--- config.mk ---
export PLATFORM = sky130hd
export DESIGN_NAME = uart_fifo_status_controller
export DESIGN_NICKNAME = d
export VERILOG_FILES = /design/src/design/ufsc_pkg.sv /design/src/design/ufsc_ctrl.sv /design/src/design/ufsc_datapath.sv /design/src/design/uart_fifo_status_controller.sv
export SDC_FILE = /design/constraint.sdc
export NUM_CORES = 1
export LEC_CHECK = 0
export BUFFER_PORTS_ARGS = -buffer_cell sky130_fd_sc_hd__buf_2
export CORE_UTILIZATION = 40
export DETAILED_ROUTE_END_ITERATION = 8
export GPL_TIMING_DRIVEN = 0
export PLACE_DENSITY = 0.64
export SETUP_SLACK_MARGIN = 0.15
export SLEW_MARGIN = 20
export SYNTH_ARGS = -nofsm -noshare
export SYNTH_HDL_FRONTEND = slang
export SYNTH_SLANG_ARGS = --single-unit
export TNS_END_PERCENT = 100
--- constraint.sdc ---
create_clock -name clk -period 2.8 [get_ports clk]
set_input_delay 0.28 -clock clk [delete_from_list [all_inputs] [get_ports clk]]
set_output_delay 0.28 -clock clk [all_outputs]
set_load 0.02 [all_outputs]
--- src/design/ufsc_pkg.sv ---
package ufsc_pkg;

    // Queue geometry
    localparam int FIFO_DEPTH = 16;
    localparam int PTR_W      = $clog2(FIFO_DEPTH);
    localparam int CNT_W      = $clog2(FIFO_DEPTH + 1);
    localparam int LEVEL_W    = 5;
    localparam int LEVEL_CAP  = 16;

    // Stream widths
    localparam int IN_TDATA_W  = 16;
    localparam int IN_TUSER_W  = 3;
    localparam int OUT_TDATA_W = 40;
    localparam int CFG_IDX_W   = 3;
    localparam int CFG_DATA_W  = 2;

    // Status flag bit positions
    localparam int FLAG_TEND = 0;
    localparam int FLAG_DR   = 1;
    localparam int FLAG_TDFE = 2;
    localparam int FLAG_RDF  = 3;

    typedef logic [PTR_W-1:0] ptr_t;
    typedef logic [CNT_W-1:0] cnt_t;

    typedef enum logic [2:0] {
        OP_LINE_RX     = 3'd0,
        OP_LINE_READY  = 3'd1,
        OP_TX_WRITE    = 3'd2,
        OP_RX_READ     = 3'd3,
        OP_STAT_READ   = 3'd4,
        OP_STAT_WRITE  = 3'd5,
        OP_COUNT_READ  = 3'd6,
        OP_RECHECK     = 3'd7
    } op_t;

    typedef enum logic [CFG_IDX_W-1:0] {
        REG_TX_IRQ_EN   = 3'd0,
        REG_RX_IRQ_EN   = 3'd1,
        REG_TX_EN       = 3'd2,
        REG_RX_TRIG_SEL = 3'd3,
        REG_TX_TRIG_SEL = 3'd4,
        REG_RX_FIFO_RST = 3'd5,
        REG_TX_FIFO_RST = 3'd6
    } reg_idx_t;

    typedef enum logic {
        ST_IDLE,
        ST_EXEC
    } state_t;

    // Controller to datapath
    typedef struct packed {
        logic capture;
        logic execute;
    } ctrl_cmd_t;

    // Datapath to controller
    typedef struct packed {
        logic out_stall;
    } dp_status_t;

    // Receive trigger level: 1, 4, 8, 14 bytes
    function automatic cnt_t rx_trig_level(input logic [1:0] sel);
        cnt_t lvl;
        case (sel)
            2'd0:    lvl = cnt_t'(1);
            2'd1:    lvl = cnt_t'(4);
            2'd2:    lvl = cnt_t'(8);
            default: lvl = cnt_t'(14);
        endcase
        return lvl;
    endfunction

    // Transmit trigger level: 8, 4, 2, 1 bytes
    function automatic cnt_t tx_trig_level(input logic [1:0] sel);
        cnt_t lvl;
        case (sel)
            2'd0:    lvl = cnt_t'(8);
            2'd1:    lvl = cnt_t'(4);
            2'd2:    lvl = cnt_t'(2);
            default: lvl = cnt_t'(1);
        endcase
        return lvl;
    endfunction

    // Circular pointer advance, wraps at the queue depth
    function automatic ptr_t ptr_add(input ptr_t base, input cnt_t off);
        logic [CNT_W:0] sum;
        sum = (CNT_W+1)'(base) + (CNT_W+1)'(off);
        if (sum >= (CNT_W+1)'(FIFO_DEPTH))
            sum = sum - (CNT_W+1)'(FIFO_DEPTH);
        return sum[PTR_W-1:0];
    endfunction

    // Reported level, saturated
    function automatic logic [LEVEL_W-1:0] level_of(input cnt_t c);
        logic [LEVEL_W-1:0] lvl;
        if (32'(c) > LEVEL_CAP)
            lvl = LEVEL_W'(LEVEL_CAP);
        else
            lvl = LEVEL_W'(c);
        return lvl;
    endfunction

endpackage

--- src/design/ufsc_ctrl.sv ---
module ufsc_ctrl
(
    input  logic                  clk,
    input  logic                  rst_n,
    input  logic                  s_tvalid,
    output logic                  s_tready,
    input  ufsc_pkg::dp_status_t  status,
    output ufsc_pkg::ctrl_cmd_t   cmd
);

    ufsc_pkg::state_t state_reg;
    ufsc_pkg::state_t state_next;

    // State register
    always_ff @(posedge clk or negedge rst_n)
    begin
        if (!rst_n)
            state_reg <= ufsc_pkg::ST_IDLE;
        else
            state_reg <= state_next;
    end

    // Next state
    always_comb
    begin
        state_next = state_reg;
        case (state_reg)
            ufsc_pkg::ST_IDLE:
            begin
                if (s_tvalid)
                    state_next = ufsc_pkg::ST_EXEC;
            end
            ufsc_pkg::ST_EXEC:
            begin
                if (!status.out_stall)
                    state_next = ufsc_pkg::ST_IDLE;
            end
            default: state_next = ufsc_pkg::ST_IDLE;
        endcase
    end

    // Outputs
    always_comb
    begin
        s_tready    = 1'b0;
        cmd.capture = 1'b0;
        cmd.execute = 1'b0;
        case (state_reg)
            ufsc_pkg::ST_IDLE:
            begin
                s_tready    = 1'b1;
                cmd.capture = s_tvalid;
            end
            ufsc_pkg::ST_EXEC:
            begin
                cmd.execute = !status.out_stall;
            end
            default:
            begin
                s_tready = 1'b0;
            end
        endcase
    end

endmodule

--- src/design/ufsc_datapath.sv ---
module ufsc_datapath
(
    input  logic                                   clk,
    input  logic                                   rst_n,
    input  ufsc_pkg::ctrl_cmd_t                    cmd,
    output ufsc_pkg::dp_status_t                   status,
    input  logic [2:0]                             in_opcode,
    input  logic [7:0]                             in_byte,
    input  logic [3:0]                             in_new_flags,
    input  logic                                   cfg_we,
    input  logic [ufsc_pkg::CFG_IDX_W-1:0]         cfg_index,
    input  logic [ufsc_pkg::CFG_DATA_W-1:0]        cfg_data,
    output logic                                   m_tvalid,
    input  logic                                   m_tready,
    output logic [ufsc_pkg::OUT_TDATA_W-1:0]       m_tdata
);

    // Configuration registers
    logic       tx_irq_en_reg;
    logic       rx_irq_en_reg;
    logic       tx_en_reg;
    logic [1:0] rx_trig_sel_reg;
    logic [1:0] tx_trig_sel_reg;
    logic       rx_fifo_rst_reg;
    logic       tx_fifo_rst_reg;

    // Captured request
    ufsc_pkg::op_t opcode_reg;
    logic [7:0]    byte_reg;
    logic [3:0]    new_flags_reg;

    // Queue state
    logic [7:0]     rx_mem [ufsc_pkg::FIFO_DEPTH];
    logic [7:0]     tx_mem [ufsc_pkg::FIFO_DEPTH];
    logic [7:0]     rx_rdata_reg;
    logic [7:0]     tx_rdata_reg;
    ufsc_pkg::ptr_t rx_head_reg, rx_head_next;
    ufsc_pkg::ptr_t tx_head_reg, tx_head_next;
    ufsc_pkg::cnt_t rx_count_reg, rx_count_next;
    ufsc_pkg::cnt_t tx_count_reg, tx_count_next;
    logic [3:0]     flags_reg, flags_next;
    logic [3:0]     marks_reg, marks_next;

    // Output register
    logic                               out_valid_reg, out_valid_next;
    logic [ufsc_pkg::OUT_TDATA_W-1:0]   out_data_reg;

    // Event results
    logic           rx_wr_en, tx_wr_en;
    ufsc_pkg::ptr_t rx_wr_ptr, tx_wr_ptr;
    ufsc_pkg::cnt_t rx_trig, tx_trig;
    ufsc_pkg::cnt_t rx_cnt_tmp, tx_cnt_tmp;
    logic [3:0]     keep_cond;
    logic [3:0]     nv;
    logic [7:0]     rd_byte;
    logic           lo_valid;
    logic [7:0]     lo_byte;
    logic           rirq, tirq;

    // Configuration writes
    always_ff @(posedge clk or negedge rst_n)
    begin
        if (!rst_n)
        begin
            tx_irq_en_reg   <= 1'b0;
            rx_irq_en_reg   <= 1'b0;
            tx_en_reg       <= 1'b0;
            rx_trig_sel_reg <= 2'd0;
            tx_trig_sel_reg <= 2'd0;
            rx_fifo_rst_reg <= 1'b0;
            tx_fifo_rst_reg <= 1'b0;
        end
        else if (cfg_we)
        begin
            case (ufsc_pkg::reg_idx_t'(cfg_index))
                ufsc_pkg::REG_TX_IRQ_EN:   tx_irq_en_reg   <= cfg_data[0];
                ufsc_pkg::REG_RX_IRQ_EN:   rx_irq_en_reg   <= cfg_data[0];
                ufsc_pkg::REG_TX_EN:       tx_en_reg       <= cfg_data[0];
                ufsc_pkg::REG_RX_TRIG_SEL: rx_trig_sel_reg <= cfg_data[1:0];
                ufsc_pkg::REG_TX_TRIG_SEL: tx_trig_sel_reg <= cfg_data[1:0];
                ufsc_pkg::REG_RX_FIFO_RST: rx_fifo_rst_reg <= cfg_data[0];
                ufsc_pkg::REG_TX_FIFO_RST: tx_fifo_rst_reg <= cfg_data[0];
                default: ;
            endcase
        end
    end

    // Request capture
    always_ff @(posedge clk)
    begin
        if (cmd.capture)
        begin
            opcode_reg    <= ufsc_pkg::op_t'(in_opcode);
            byte_reg      <= in_byte;
            new_flags_reg <= in_new_flags;
        end
    end

    // Queue memories: head read at capture, push written at execute
    always_ff @(posedge clk)
    begin
        if (cmd.capture)
        begin
            rx_rdata_reg <= rx_mem[rx_head_reg];
            tx_rdata_reg <= tx_mem[tx_head_reg];
        end
    end

    always_ff @(posedge clk)
    begin
        if (cmd.execute && rx_wr_en)
            rx_mem[rx_wr_ptr] <= byte_reg;
    end

    always_ff @(posedge clk)
    begin
        if (cmd.execute && tx_wr_en)
            tx_mem[tx_wr_ptr] <= byte_reg;
    end

    // Event execution
    always_comb
    begin
        rx_trig       = ufsc_pkg::rx_trig_level(rx_trig_sel_reg);
        tx_trig       = ufsc_pkg::tx_trig_level(tx_trig_sel_reg);
        rx_head_next  = rx_head_reg;
        tx_head_next  = tx_head_reg;
        rx_count_next = rx_count_reg;
        tx_count_next = tx_count_reg;
        flags_next    = flags_reg;
        marks_next    = marks_reg;
        rx_wr_en      = 1'b0;
        tx_wr_en      = 1'b0;
        rx_wr_ptr     = ufsc_pkg::ptr_add(rx_head_reg, rx_count_reg);
        tx_wr_ptr     = ufsc_pkg::ptr_add(tx_head_reg, tx_count_reg);
        rx_cnt_tmp    = rx_count_reg;
        tx_cnt_tmp    = tx_count_reg;
        rd_byte       = 8'd0;
        lo_valid      = 1'b0;
        lo_byte       = 8'd0;
        rirq          = 1'b0;
        tirq          = 1'b0;
        nv            = new_flags_reg;
        keep_cond[ufsc_pkg::FLAG_TEND] = (tx_count_reg == '0);
        keep_cond[ufsc_pkg::FLAG_DR]   = (rx_count_reg < rx_trig);
        keep_cond[ufsc_pkg::FLAG_TDFE] = (tx_count_reg <= tx_trig);
        keep_cond[ufsc_pkg::FLAG_RDF]  = (rx_count_reg >= rx_trig);

        case (opcode_reg)
            ufsc_pkg::OP_LINE_RX:
            begin
                if (rx_count_reg < ufsc_pkg::cnt_t'(ufsc_pkg::FIFO_DEPTH))
                begin
                    rx_wr_en   = 1'b1;
                    rx_cnt_tmp = rx_count_reg + ufsc_pkg::cnt_t'(1);
                end
                if (rx_cnt_tmp >= rx_trig)
                    flags_next[ufsc_pkg::FLAG_DR] = 1'b0;
                if (rx_fifo_rst_reg)
                begin
                    rx_head_next = '0;
                    rx_cnt_tmp   = '0;
                    flags_next[ufsc_pkg::FLAG_DR] = 1'b1;
                end
                if (rx_cnt_tmp >= rx_trig)
                begin
                    flags_next[ufsc_pkg::FLAG_RDF] = 1'b1;
                    rirq = rx_irq_en_reg;
                end
                rx_count_next = rx_cnt_tmp;
            end
            ufsc_pkg::OP_LINE_READY:
            begin
                if (tx_fifo_rst_reg)
                begin
                    // flushed queue has nothing to send
                    tx_head_next  = '0;
                    tx_count_next = '0;
                    flags_next[ufsc_pkg::FLAG_TEND] = 1'b1;
                end
                else if (tx_count_reg != '0)
                begin
                    lo_valid      = 1'b1;
                    lo_byte       = tx_rdata_reg;
                    tx_head_next  = ufsc_pkg::ptr_add(tx_head_reg, ufsc_pkg::cnt_t'(1));
                    tx_cnt_tmp    = tx_count_reg - ufsc_pkg::cnt_t'(1);
                    tx_count_next = tx_cnt_tmp;
                    if (tx_cnt_tmp <= tx_trig)
                    begin
                        flags_next[ufsc_pkg::FLAG_TDFE] = 1'b1;
                        tirq = tx_irq_en_reg;
                    end
                end
                else
                begin
                    flags_next[ufsc_pkg::FLAG_TEND] = 1'b1;
                end
            end
            ufsc_pkg::OP_TX_WRITE:
            begin
                if (tx_count_reg < ufsc_pkg::cnt_t'(ufsc_pkg::FIFO_DEPTH))
                begin
                    tx_wr_en      = 1'b1;
                    tx_count_next = tx_count_reg + ufsc_pkg::cnt_t'(1);
                end
            end
            ufsc_pkg::OP_RX_READ:
            begin
                if (rx_count_reg != '0)
                begin
                    rd_byte       = rx_rdata_reg;
                    rx_head_next  = ufsc_pkg::ptr_add(rx_head_reg, ufsc_pkg::cnt_t'(1));
                    rx_cnt_tmp    = rx_count_reg - ufsc_pkg::cnt_t'(1);
                    rx_count_next = rx_cnt_tmp;
                    if (rx_cnt_tmp >= rx_trig)
                    begin
                        flags_next[ufsc_pkg::FLAG_DR] = 1'b1;
                        marks_next[ufsc_pkg::FLAG_DR] = 1'b0;
                    end
                end
            end
            ufsc_pkg::OP_STAT_READ:
            begin
                marks_next = marks_reg | flags_reg;
            end
            ufsc_pkg::OP_STAT_WRITE:
            begin
                // a cleared flag that was read while set holds while its condition does
                for (int i = 0; i < 4; i++)
                begin
                    if (!nv[i] && flags_reg[i] && marks_reg[i] && keep_cond[i])
                        nv[i] = 1'b1;
                end
                flags_next = nv;
            end
            ufsc_pkg::OP_COUNT_READ:
            begin
                flags_next = flags_reg;
            end
            ufsc_pkg::OP_RECHECK:
            begin
                if (rx_count_reg >= rx_trig)
                begin
                    flags_next[ufsc_pkg::FLAG_RDF] = 1'b1;
                    rirq = rx_irq_en_reg;
                end
                if (tx_count_reg <= tx_trig)
                begin
                    flags_next[ufsc_pkg::FLAG_TDFE] = 1'b1;
                    tirq = tx_irq_en_reg;
                end
                if (rx_fifo_rst_reg)
                begin
                    rx_head_next  = '0;
                    rx_count_next = '0;
                    flags_next[ufsc_pkg::FLAG_DR] = 1'b1;
                end
                if (tx_fifo_rst_reg)
                begin
                    tx_head_next  = '0;
                    tx_count_next = '0;
                end
                if (!tx_en_reg)
                    flags_next[ufsc_pkg::FLAG_TEND] = 1'b1;
            end
            default:
            begin
                flags_next = flags_reg;
            end
        endcase
    end

    // Queue pointers, counts, flags and read marks
    always_ff @(posedge clk or negedge rst_n)
    begin
        if (!rst_n)
        begin
            rx_head_reg  <= '0;
            tx_head_reg  <= '0;
            rx_count_reg <= '0;
            tx_count_reg <= '0;
            flags_reg    <= '0;
            marks_reg    <= '0;
        end
        else if (cmd.execute)
        begin
            rx_head_reg  <= rx_head_next;
            tx_head_reg  <= tx_head_next;
            rx_count_reg <= rx_count_next;
            tx_count_reg <= tx_count_next;
            flags_reg    <= flags_next;
            marks_reg    <= marks_next;
        end
    end

    // Result register
    always_comb
    begin
        if (cmd.execute)
            out_valid_next = 1'b1;
        else if (m_tready)
            out_valid_next = 1'b0;
        else
            out_valid_next = out_valid_reg;
    end

    always_ff @(posedge clk or negedge rst_n)
    begin
        if (!rst_n)
            out_valid_reg <= 1'b0;
        else
            out_valid_reg <= out_valid_next;
    end

    always_ff @(posedge clk)
    begin
        if (cmd.execute)
        begin
            out_data_reg <= {
                7'd0,
                tirq,
                rirq,
                lo_byte,
                lo_valid,
                flags_next[ufsc_pkg::FLAG_RDF],
                flags_next[ufsc_pkg::FLAG_TDFE],
                flags_next[ufsc_pkg::FLAG_DR],
                flags_next[ufsc_pkg::FLAG_TEND],
                ufsc_pkg::level_of(tx_count_next),
                ufsc_pkg::level_of(rx_count_next),
                rd_byte
            };
        end
    end

    assign status.out_stall = out_valid_reg && !m_tready;
    assign m_tvalid         = out_valid_reg;
    assign m_tdata          = out_data_reg;

endmodule

--- src/design/uart_fifo_status_controller.sv ---
// Channel | Dir | Handshake          | Payload
// s       | in  | s_tvalid/s_tready  | s_tuser opcode, s_tdata event data and flag values
// m       | out | m_tvalid/m_tready  | m_tdata read byte, levels, flags, line byte, irqs
// cfg     | in  | cfg_we             | cfg_index register index, cfg_data value
//
// Each request passes through an accept state that reads both queue memories at their
// heads into registered read data, and an execute state that updates pointers, counts,
// flags and loads the result register. The next request is accepted the cycle after execute.
// A request may be accepted while a result waits; execute then holds until m_tready.
// rst_n clears configuration, pointers, counts, flags and read marks; queue memories
// keep their contents.
module uart_fifo_status_controller
(
    input  logic                                 clk,
    input  logic                                 rst_n,
    input  logic                                 s_tvalid,
    output logic                                 s_tready,
    // [7:0] byte_value, [8] new_tend, [9] new_dr, [10] new_tdfe, [11] new_rdf,
    // [15:12] zero
    input  logic [ufsc_pkg::IN_TDATA_W-1:0]      s_tdata,
    // [2:0] opcode
    input  logic [ufsc_pkg::IN_TUSER_W-1:0]      s_tuser,
    output logic                                 m_tvalid,
    input  logic                                 m_tready,
    // [7:0] read_byte, [12:8] rx_level, [17:13] tx_level, [18] flag_tend,
    // [19] flag_dr, [20] flag_tdfe, [21] flag_rdf, [22] line_out_valid,
    // [30:23] line_out_byte, [31] rx_irq, [32] tx_irq, [39:33] zero
    output logic [ufsc_pkg::OUT_TDATA_W-1:0]     m_tdata,
    input  logic                                 cfg_we,
    input  logic [ufsc_pkg::CFG_IDX_W-1:0]       cfg_index,
    input  logic [ufsc_pkg::CFG_DATA_W-1:0]      cfg_data
);

    ufsc_pkg::ctrl_cmd_t  cmd;
    ufsc_pkg::dp_status_t status;

    ufsc_ctrl u_ctrl
    (
        .clk      (clk),
        .rst_n    (rst_n),
        .s_tvalid (s_tvalid),
        .s_tready (s_tready),
        .status   (status),
        .cmd      (cmd)
    );

    ufsc_datapath u_datapath
    (
        .clk          (clk),
        .rst_n        (rst_n),
        .cmd          (cmd),
        .status       (status),
        .in_opcode    (s_tuser[2:0]),
        .in_byte      (s_tdata[7:0]),
        .in_new_flags (s_tdata[11:8]),
        .cfg_we       (cfg_we),
        .cfg_index    (cfg_index),
        .cfg_data     (cfg_data),
        .m_tvalid     (m_tvalid),
        .m_tready     (m_tready),
        .m_tdata      (m_tdata)
    );

endmodule

# == Yosys cells after proc, flatten, opt, wreduce, memory -nomap -nowiden ==
# Memory sizes are Yosys's and may differ from the RTL's. A register that Yosys moved wholly into a read port is not among the register bits.
# Cells that the tools add are included.
# classes
n_addsub,12
n_lt_le_gt_ge,15
eq_ne,21
mux,75
bitwise,4
n_reduce_logical,47
# ops
op,n
5-bit 2-to-1 mux,10
1-bit 2-to-1 mux,42
4-bit 2-to-1 mux,9
5-bit case mux with 3 select lines,2
4-bit case mux with 3 select lines,2
5-bit by 4-bit >= comparator with 1-bit output,4
"3-bit equality test, second input constant",6
2-bit AND reduction,9
4-bit case mux with 2 select lines,2
"4-bit by 1-bit subtractor with 4-bit output, second input constant",4
1-bit logical AND,15
4-bit by 5-bit adder with 6-bit output,2
"3-bit by 2-bit equality test with 1-bit output, second input constant",4
"6-bit by 5-bit >= comparator with 1-bit output, second input constant",2
4-bit AND reduction,3
"4-bit by 1-bit adder with 5-bit output, second input constant",2
"5-bit by 1-bit adder with 5-bit output, second input constant",2
"5-bit >= comparator, second input constant",2
"5-bit > comparator, second input constant",2
5-bit by 4-bit less-or-equal comparator with 1-bit output,2
"5-bit < comparator, second input constant",2
5-bit nonzero test,2
"5-bit by 1-bit subtractor with 5-bit output, second input constant",2
1-bit case mux with 3 select lines,3
other kinds (17),39
# totals
ff_bits,85
ramBits,256
inputBits,29
output_inout_bits,42
n_memories,2
# memory_table
memory,words,word_bits,read_ports,rd_ports_with_merged_regs,wr,line,source
u_datapath.rx_mem,16,8,1,1,1,ufsc_datapath.sv:33,logic [7:0] rx_mem [ufsc_pkg::FIFO_DEPTH];
u_datapath.tx_mem,16,8,1,1,1,ufsc_datapath.sv:34,logic [7:0] tx_mem [ufsc_pkg::FIFO_DEPTH];

# == Logic depth before layout (Yosys ltp) ==
# Gate-level depths: netlist (run 1).
# logic_depth
ltp_word,8
depth_mapped,10

# == Modules after synthesis ==
# A second synthesis (run 1) with hierarchy kept.
# hier_totals
hier_cells,1011
area_unflattened_um2,15546.2
# by_module_without_submodules
mod,instances,cells_per_inst,area_per_inst_um2
ufsc_datapath,1,1006,15488.6
ufsc_ctrl,1,5,57.6

# == Worst setup path after synthesis (run 1) ==
# No wires, ideal clock.
# synth_timing
path_type,register -> register
from,"register u_datapath.out_valid_reg, in the netlist u_datapath.m_tvalid"
to,memory u_datapath.tx_mem[13][0] (enable)
setup_time_ns,0.370
t_arrival_ns,2.339
slack_ns,0.091
stages_incl_launch_ff,8
path_buffers,2
period_less_slack_ns,2.709
path_cell_list,dfrtp_1 > nand2b_1 > nand2_1 > inv_1 > clkbuf_1 > buf_2 > nand4b_1 > nor2_1
# synth_lines
item,line,source
"start, declared",ufsc_datapath.sv:45,"logic out_valid_reg, out_valid_next;"
"start signal, assigned",ufsc_datapath.sv:312,out_valid_reg <= out_valid_next;
"end, declared",ufsc_datapath.sv:34,

==> impl_summary.txt, run 1 <==
----------------------------------------------------
[Status]
  Outcome ... finished clean

[Detailed routing]
  Average wire length per cell after detail routing ... 21.6 microns
  Routed via count divided by cell count ... 5.41
  Detailed-router iteration count before antenna repair ... 5
  Starting DRC count in detailed routing ... 656
  Overall via count from detail_route ... 8552
  Number of nets with antenna violations after routing ... 0
  Post-detailed-route DRC marker count ... 0
  Routed Wire Length ... 34200 microns

[STA]
  Fin crit share ... 0.908
  Achievable frequency ... 393 MHz
  Count of final hold-check violations ... 0
  Clock skew ... 22.2 ps
  Hold Worst Slack ... 91.7 ps
  Final critical-path setup slack ... 257 ps
  Slew margin rel. ... 0.264
  Minimum clock period ... 2540 ps
  Pin slew with the least headroom to its limit ... 1100 ps
  Setup violators final ... 0
  RSZ-0062 raised after global routing ... yes
  Summed negative setup slack over all endpoints ... 0 ps
  Count of final max-slew check failures ... 0

[Setup path]
  Required arrival time at the worst endpoint ... 3070 ps
  Kind of critical path ... reg2reg
  Setup slack on the worst flop-to-flop path ... 260 ps
  Worst endpoint data arrival time ... 2810 ps
  Element type at the critical path start ... register
  Kind of capture point of the worst setup path ... register
  Startpoint of the worst-slack reg-to-reg timing path ... u_datapath.rx_head_reg[1]
  Crit-path max FO ... 10
  Worst R2R End ... u_datapath.rx_rdata_reg[5]
  Length in cells of the worst reg-to-reg path ... 4

[Cells and area]
  Core occupancy in the finished layout ... 0.482
  Number of diodes ... 0
  Number of non-filler instances in the completed layout ... 1581
  Post-layout instance area ... 18200 sq um
  Nets ... 1113
  Share of final-layout standard cells stronger than drive strength 1 ... 0.284
  Area overhead of the layout relative to synthesis ... 18.3%

[Die]
  Number of placed I/O pins ... 71
  Core area ... 37800 sq um
  Starting utilization of the core area ... 0.408
  Full die area ... 39400 sq um
  DIE HEIGHT ... 198 microns
  Site row count ... 71
  Die Span X ... 198 microns

[Yosys]
  Top cell type's share of synthesized area ... 0.623
  Cell types occupying the most area after synthesis ... edfxtp_1 (62%), mux4_2 (12%), dfrtp_1 (6.0%)
  Distinct cell type count of the synthesized netlist ... 76
  Post-synth EDFFs ... 320
  Synthesized cell area ... 15400 sq um
  Number of storage elements in the synthesis netlist ... 357
  Biggest area consumer among synthesized cells ... edfxtp_1
  Most instantiated flip-flop cell in the synthesis netlist ... edfxtp_1
  Sequential cell area fraction in the yosys report ... 0.683
  Most common cell in the synthesized netlist ... edfxtp_1
  Yosys Warn Count ... 0
  Cells after synthesis ... 907
  List of most frequent post-synthesis cells ... edfxtp_1 (320), mux4_2 (80), nor2_1 (54)
  Avg Inst Size Synth ... 17.0 sq um
  Synth async-reset ratio ... 0.104

[Placed design]
  Dpl cell area ... 16400 sq um
  Post-Place Setup Slack ... -740 ps
  RePlAce Congestion ... 0.848
  DP HPWL ... 22100 microns
  Port Buffer Count ... 59
  Number of placed instances, taps included ... 1484

[Clocking]
  Clock buffers created by TritonCTS ... 39
  Clock sink total ... 357
  Clock network latency to the later pin of the worst-skew pair ... 540 ps
  Clock transition at the registers of the reported paths ... 60 ps
  CTS tree ... yes
  Buffer depth of the longest clock path ... 3
  H-tree level count ... 2
  Root buf cell ... clkbuf_16

[Power]
  NetSw ... 5.70 mW
  Clock group share of total power ... 0.278
  Internal Pwr Total ... 11.7 mW
  Power density cells ... 956 nW/um^2
  Register share of total power ... 0.403
  Fraction of power consumed by combinational cells ... 0.319
  Largest voltage drop on the vdd net ... 0.407 mV
  Overall power after layout ... 17.4 mW
  Leakage power summed over all cells ... 6.26 nW
  Fraction of power spent switching nets ... 0.327

[GRT]
  Initial antenna violation count ... 0
  Maximum number of pins on one net before global-route repair ... 43
  Via count of the first global-routing pass ... 8727
  Total grt overflow ... 0
  Global-route wire length before repair ... 52300 microns
  GRT Util Overall ... 0.180

[Hold path]
  Worst min-delay path category ... in2reg
  Hold Path Sink ... u_datapath.tx_fifo_rst_reg
  Beginning of the worst hold path ... cfg_data[0]
  Hold-critical path depth ... 3

[Flow run]
  Max-cap viol count ... 0

----------------------------------------------------
## cell families (layout without fill, tap and decap cells)
group / Yosys count / count (layout) / share of synthesized area
multiplexers: 93 / 93 / 0.126
other: 1 / 7 / 0.000243
flip-flops: 357 / 357 / 0.683
adder cells (fa/ha/maj): 41 / 41 / 0.0339
AO/OA/AOI/OAI: 115 / 115 / 0.0505
AND/OR/NAND/NOR: 205 / 205 / 0.0713
buffers and inverters: 74 / 231 / 0.0230
XOR/XNOR: 21 / 21 / 0.0119
## final cells by class
type | count | area (sq um)
Buffer | 53 | 315
Clock buffer | 46 | 1000
Clock inverter | 20 | 179
Fill cell | 3197 | 19600
Inverter | 21 | 78.8
Multi-Input combinational cell | 482 | 4840
Sequential cell | 357 | 10500
Tap cell | 511 | 639
Timing Repair Buffer | 91 | 653
## worst max path at each step
stage	slack [ps]	cells past startpoint	endpoint	startpoint
6_report	260	4	u_datapath.rx_rdata_reg[5]	u_datapath.rx_head_reg[1]
3_3_place_gp	-950	1	u_datapath.tx_rdata_reg[5]	u_ctrl.state_reg
4_1_cts	-90	4	u_datapath.tx_mem[4][1]	u_datapath.opcode_reg[2]
5_1_grt	110	6	u_datapath.tx_mem[6][4]	u_datapath.m_tvalid
3_5_place_dp	-740	8	u_datapath.tx_mem[7][5]	m_tready
2_1_floorplan	250	10	u_datapath.m_tdata[21]	u_datapath.rx_count_reg[0]
## worst max-delay path, cell delays in order (launching register included)
cell      delay, ps
dfrtp_1         420
clkbuf_1        380
clkbuf_1        560
mux4_2          410
mux4_2          500
## layer usage
metal / global-route usage / vias to the layer above / share of wire
li1: - / 3866 / -
met1: 0.235 / 4376 / 0.42
met2: 0.305 / 246 / 0.51
met3: 0.0273 / 64 / 0.044
met4: 0.0649 / 0 / 0.028
met5: 0 / - / 0
## repair_timing
item | 4_1_cts | 5_1_grt
setup buffers | 2 | 4
endpoints found under the hold margin | 56 | 0
endpoints found under the setup margin | 267 | 253
pin swaps | 3 | 1
resized for setup | 48 | 54
hold buffers | 19 | 0
## power by group through the flow
| stage | sequential [mW] | clock, mW | combinational, mW |
|---|---|---|---|
| global route | 7.11 | 5.15 | 6.07 |
| CTS | 7.14 | 4.98 | 5.27 |
| detailed placement | 7.24 | 0 | 5.08 |
| finish | 7.04 | 4.85 | 5.56 |
| global placement | 7.23 | 0 | 4.99 |
| floorplan | 7.27 | 0 | 3.46 |
## layout by cell type (no fill, tap or decap), types with 9 or more instances in the layout
cell type / Yosys / final
buf_2: 10 / 71
nand2b_1: 12 / 12
nor2_1: 54 / 22
o21ai_0: 18 / 16
a21oi_1: 25 / 25
nand2_1: 40 / 40
buf_4: 13 / 18
nor2b_1: 10 / 9
mux4_2: 80 / 80
nor2_4: 1 / 33
xnor2_1: 13 / 13
clkbuf_1: 25 / 22
nor3_1: 16 / 15
o21ai_1: 8 / 10
mux2_2: 11 / 11
clkbuf_16: 0 / 39
edfxtp_1: 320 / 320
dlygate4sd3_1: 0 / 19
dfrtp_1: 37 / 35
and3_1: 15 / 15
ha_1: 37 / 36
inv_1: 21 / 20
and2_1: 15 / 15
(Power assumes the default switching activity.)
==> run 2: changes to the inputs <==
--- a/config.mk
+++ b/config.mk
@@ -6,10 +6,10 @@
 export NUM_CORES = 1
 export LEC_CHECK = 0
 export BUFFER_PORTS_ARGS = -buffer_cell sky130_fd_sc_hd__buf_2
-export CORE_UTILIZATION = 40
+export CORE_UTILIZATION = 45
 export DETAILED_ROUTE_END_ITERATION = 8
 export GPL_TIMING_DRIVEN = 0
-export PLACE_DENSITY = 0.64
+export PLACE_DENSITY = 0.7
 export SETUP_SLACK_MARGIN = 0.15
 export SLEW_MARGIN = 20
 export SYNTH_ARGS = -nofsm -noshare
==> run 2 against run 1 <==
Critical path depth stayed put; clock-buffer cell count shrank 2; maximum frequency down 2.8%; flip-flop and latch count did not move; register-to-register slack got worse by 70 ps.
==> impl_summary.txt, run 2 (synthesis results as in run 1) <==
----------------------------------------------------
[GRT]
  GRT Util Overall ... 0.196 (+0.0163)
  Global-route wire length before repair ... 52100 microns (-0.37%)
  Via count of the first global-routing pass ... 8803 (+0.87%)
  Initial antenna violation count ... 0 (unchanged)
  Maximum number of pins on one net before global-route repair ... 43 (unchanged)
  Total grt overflow ... 0 (unchanged)

[Setup path]
  Element type at the critical path start ... register
  Kind of capture point of the worst setup path ... register
  Beginning of the critical path ... u_datapath.rx_count_reg[0]
  Worst endpoint data arrival time ... 2790 ps (-20 ps)
  Kind of critical path ... reg2reg
  Worst R2R End ... u_datapath.rx_mem[0][2]
  Required arrival time at the worst endpoint ... 2970 ps (-100 ps)
  Critical path endpoint ... u_datapath.rx_mem[0][2]
  Setup slack on the worst flop-to-flop path ... 180 ps (-70 ps)
  Crit-path max FO ... 8 (-2)
  Length in cells of the worst reg-to-reg path ... 4 (unchanged)
  Startpoint of the worst-slack reg-to-reg timing path ... u_datapath.rx_count_reg[0]

[Detailed routing]
  Post-detailed-route DRC marker count ... 0 (unchanged)
  Number of nets with antenna violations after routing ... 0 (unchanged)
  Routed Wire Length ... 33900 microns (-0.87%)
  Starting DRC count in detailed routing ... 758 (+16%)
  Overall via count from detail_route ... 8573 (+0.25%)
  Detailed-router iteration count before antenna repair ... 5 (unchanged)
  Average wire length per cell after detail routing ... 22.2 microns (+2.8%)
  Routed via count divided by cell count ... 5.63 (+4.0%)

[STA]
  Count of final hold-check violations ... 0 (unchanged)
  Hold Worst Slack ... 78.1 ps (-13.6 ps)
  Count of final max-slew check failures ... 0 (unchanged)
  RSZ-0062 raised after global routing ... yes
  Setup violators final ... 0 (unchanged)
  Pin slew with the least headroom to its limit ... 1100 ps (-5.56 ps)
  Minimum clock period ... 2620 ps (+73.1 ps)
  Clock skew ... 17.8 ps (-4.39 ps)
  Achievable frequency ... 382 MHz (-2.8%)
  Summed negative setup slack over all endpoints ... 0 ps (unchanged)
  Fin crit share ... 0.934 (+0.0261)
  Slew margin rel. ... 0.268 (+0.00371)

[Die]
  Number of placed I/O pins ... 71 (unchanged)
  DIE HEIGHT ... 187 microns (-5.7%)
  Starting utilization of the core area ... 0.459 (+0.0513)
  Full die area ... 35000 sq um (-11%)
  Site row count ... 67 (-5.6%)
  Core area ... 33600 sq um (-11%)
  Die Span X ... 187 microns (-5.7%)

[Hold path]
  Worst min-delay path category ... in2reg

[Clocking]
  Clock network latency to the later pin of the worst-skew pair ... 550 ps (about the same)
  Clock transition at the registers of the reported paths ... 60 ps (about the same)
  CTS tree ... yes
  Clock buffers created by TritonCTS ... 39 (unchanged)
  Buffer depth of the longest clock path ... 3 (unchanged)
  Clock sink total ... 357 (unchanged)
  H-tree level count ... 2 (unchanged)
  Root buf cell ... clkbuf_16

[Cells and area]
  Commonest non-fill, non-tap cell in the layout ... edfxtp_1
  Share of final-layout standard cells stronger than drive strength 1 ... 0.288 (+0.00399)
  Fill count ... 2616 (-18%)
  Post-layout instance area ... 18300 sq um (+0.31%)
  Core occupancy in the finished layout ... 0.544 (+0.0623)
  Nets ... 1114 (+0.090%)
  Area overhead of the layout relative to synthesis ... 18.6%
  Commonest cells after routing, fill and taps aside ... edfxtp_1 (320), mux4_2 (80), buf_2 (68), nand2_1 (40), clkbuf_16 (40)
  Number of diodes ... 0 (unchanged)

[Placed design]
  DP HPWL ... 21600 microns (-2.4%)
  Port Buffer Count ... 59 (unchanged)
  RePlAce Congestion ... 0.888 (+4.7%)
  Dpl cell area ... 16400 sq um (-0.27%)

[Status]
  Outcome ... finished clean

[Power]
  Leakage power summed over all cells ... 6.35 nW (+1.4%)
  Overall power after layout ... 17.9 mW (+2.6%)
  Power density cells ... 978 nW/um^2 (+2.3%)
  Largest voltage drop on the vdd net ... 0.502 mV (+23%)

[Flow run]
  Max-cap viol count ... 0 (unchanged)

----------------------------------------------------
## run 2: changes by cell type in the layout (fill, tap and decap cells not counted), sizes merged
cell	before	now
bufinv	3	7
clkinv	14	18
buf	102	104
clkbuf	69	67
clkinvlp	2	1
dlygate4sd3	19	18
## run 2: worst min path at each step
| stage | startpoint | end | slack [ps] | depth (start not counted) |
|---|---|---|---|---|
| floorplan | rst_n | u_ctrl.state_reg | -20 | 0 |
| global placement | u_datapath.marks_reg[2] | u_datapath.marks_reg[2] | 440 | 1 |
| detailed placement | u_datapath.marks_reg[0] | u_datapath.marks_reg[0] | 450 | 1 |
| CTS | m_tready | u_datapath.m_tvalid | 60 | 3 |
| global route | cfg_data[0] | u_datapath.tx_fifo_rst_reg | 110 | 3 |
| finish | cfg_data[0] | u_datapath.tx_fifo_rst_reg | 80 | 3 |
## run 2: power by group
group	switching (mW)	total [mW]	internal, mW
Sequential	0.429	7.05	6.62
Combinational	3.18	5.51	2.32
Clock	2.08	5.34	3.26
Total	5.69	17.9	12.2
## run 2: per-layer routing
metal | GRT usage | vias up | part of all wire
met5 | 0 | - | 0
met4 | 0.0520 | 0 | 0.021
met3 | 0.0362 | 56 | 0.061
met2 | 0.326 | 298 | 0.50
met1 | 0.267 | 4366 | 0.42
li1 | - | 3853 | -
## run 2: critical path, stage by stage, from the launching register on
cell and delay, ps:
dfrtp_2 430, ha_1 230, fa_1 500, or4b_4 630, nor2_2 460
## run 2: cell type report
class,instances,area [sq um],share of cell area
clock buffers,44,1020,0.0555
plain buffers,53,310,0.0170
well taps,448,561,0.0306
clock inverters,27,320,0.0175
flip-flops and latches,357,10500,0.576
inverters,21,78.8,0.00431
repair buffers,92,736,0.0402
multi-input cells,482,4740,0.259
## run 2: what timing repair did
| action | in CTS | in global routing |
|---|---|---|
| hold endpoints to repair | 55 | 0 |
| hold buffers | 18 | 0 |
| resized for setup | 46 | 31 |
| buffers inserted | 4 | 3 |
| pin swaps | 3 | 2 |
| endpoints found under the setup margin | 271 | 210 |
## run 2: metrics by stage
step / setup slack [ps] / cells
2_1_floorplan: 250 / 913
3_3_place_gp: -736 / 1420
3_5_place_dp: -758 / 1422
4_1_cts: 32.8 / 1515
5_1_grt: 112 / 1524
6_report: 184 / 1524
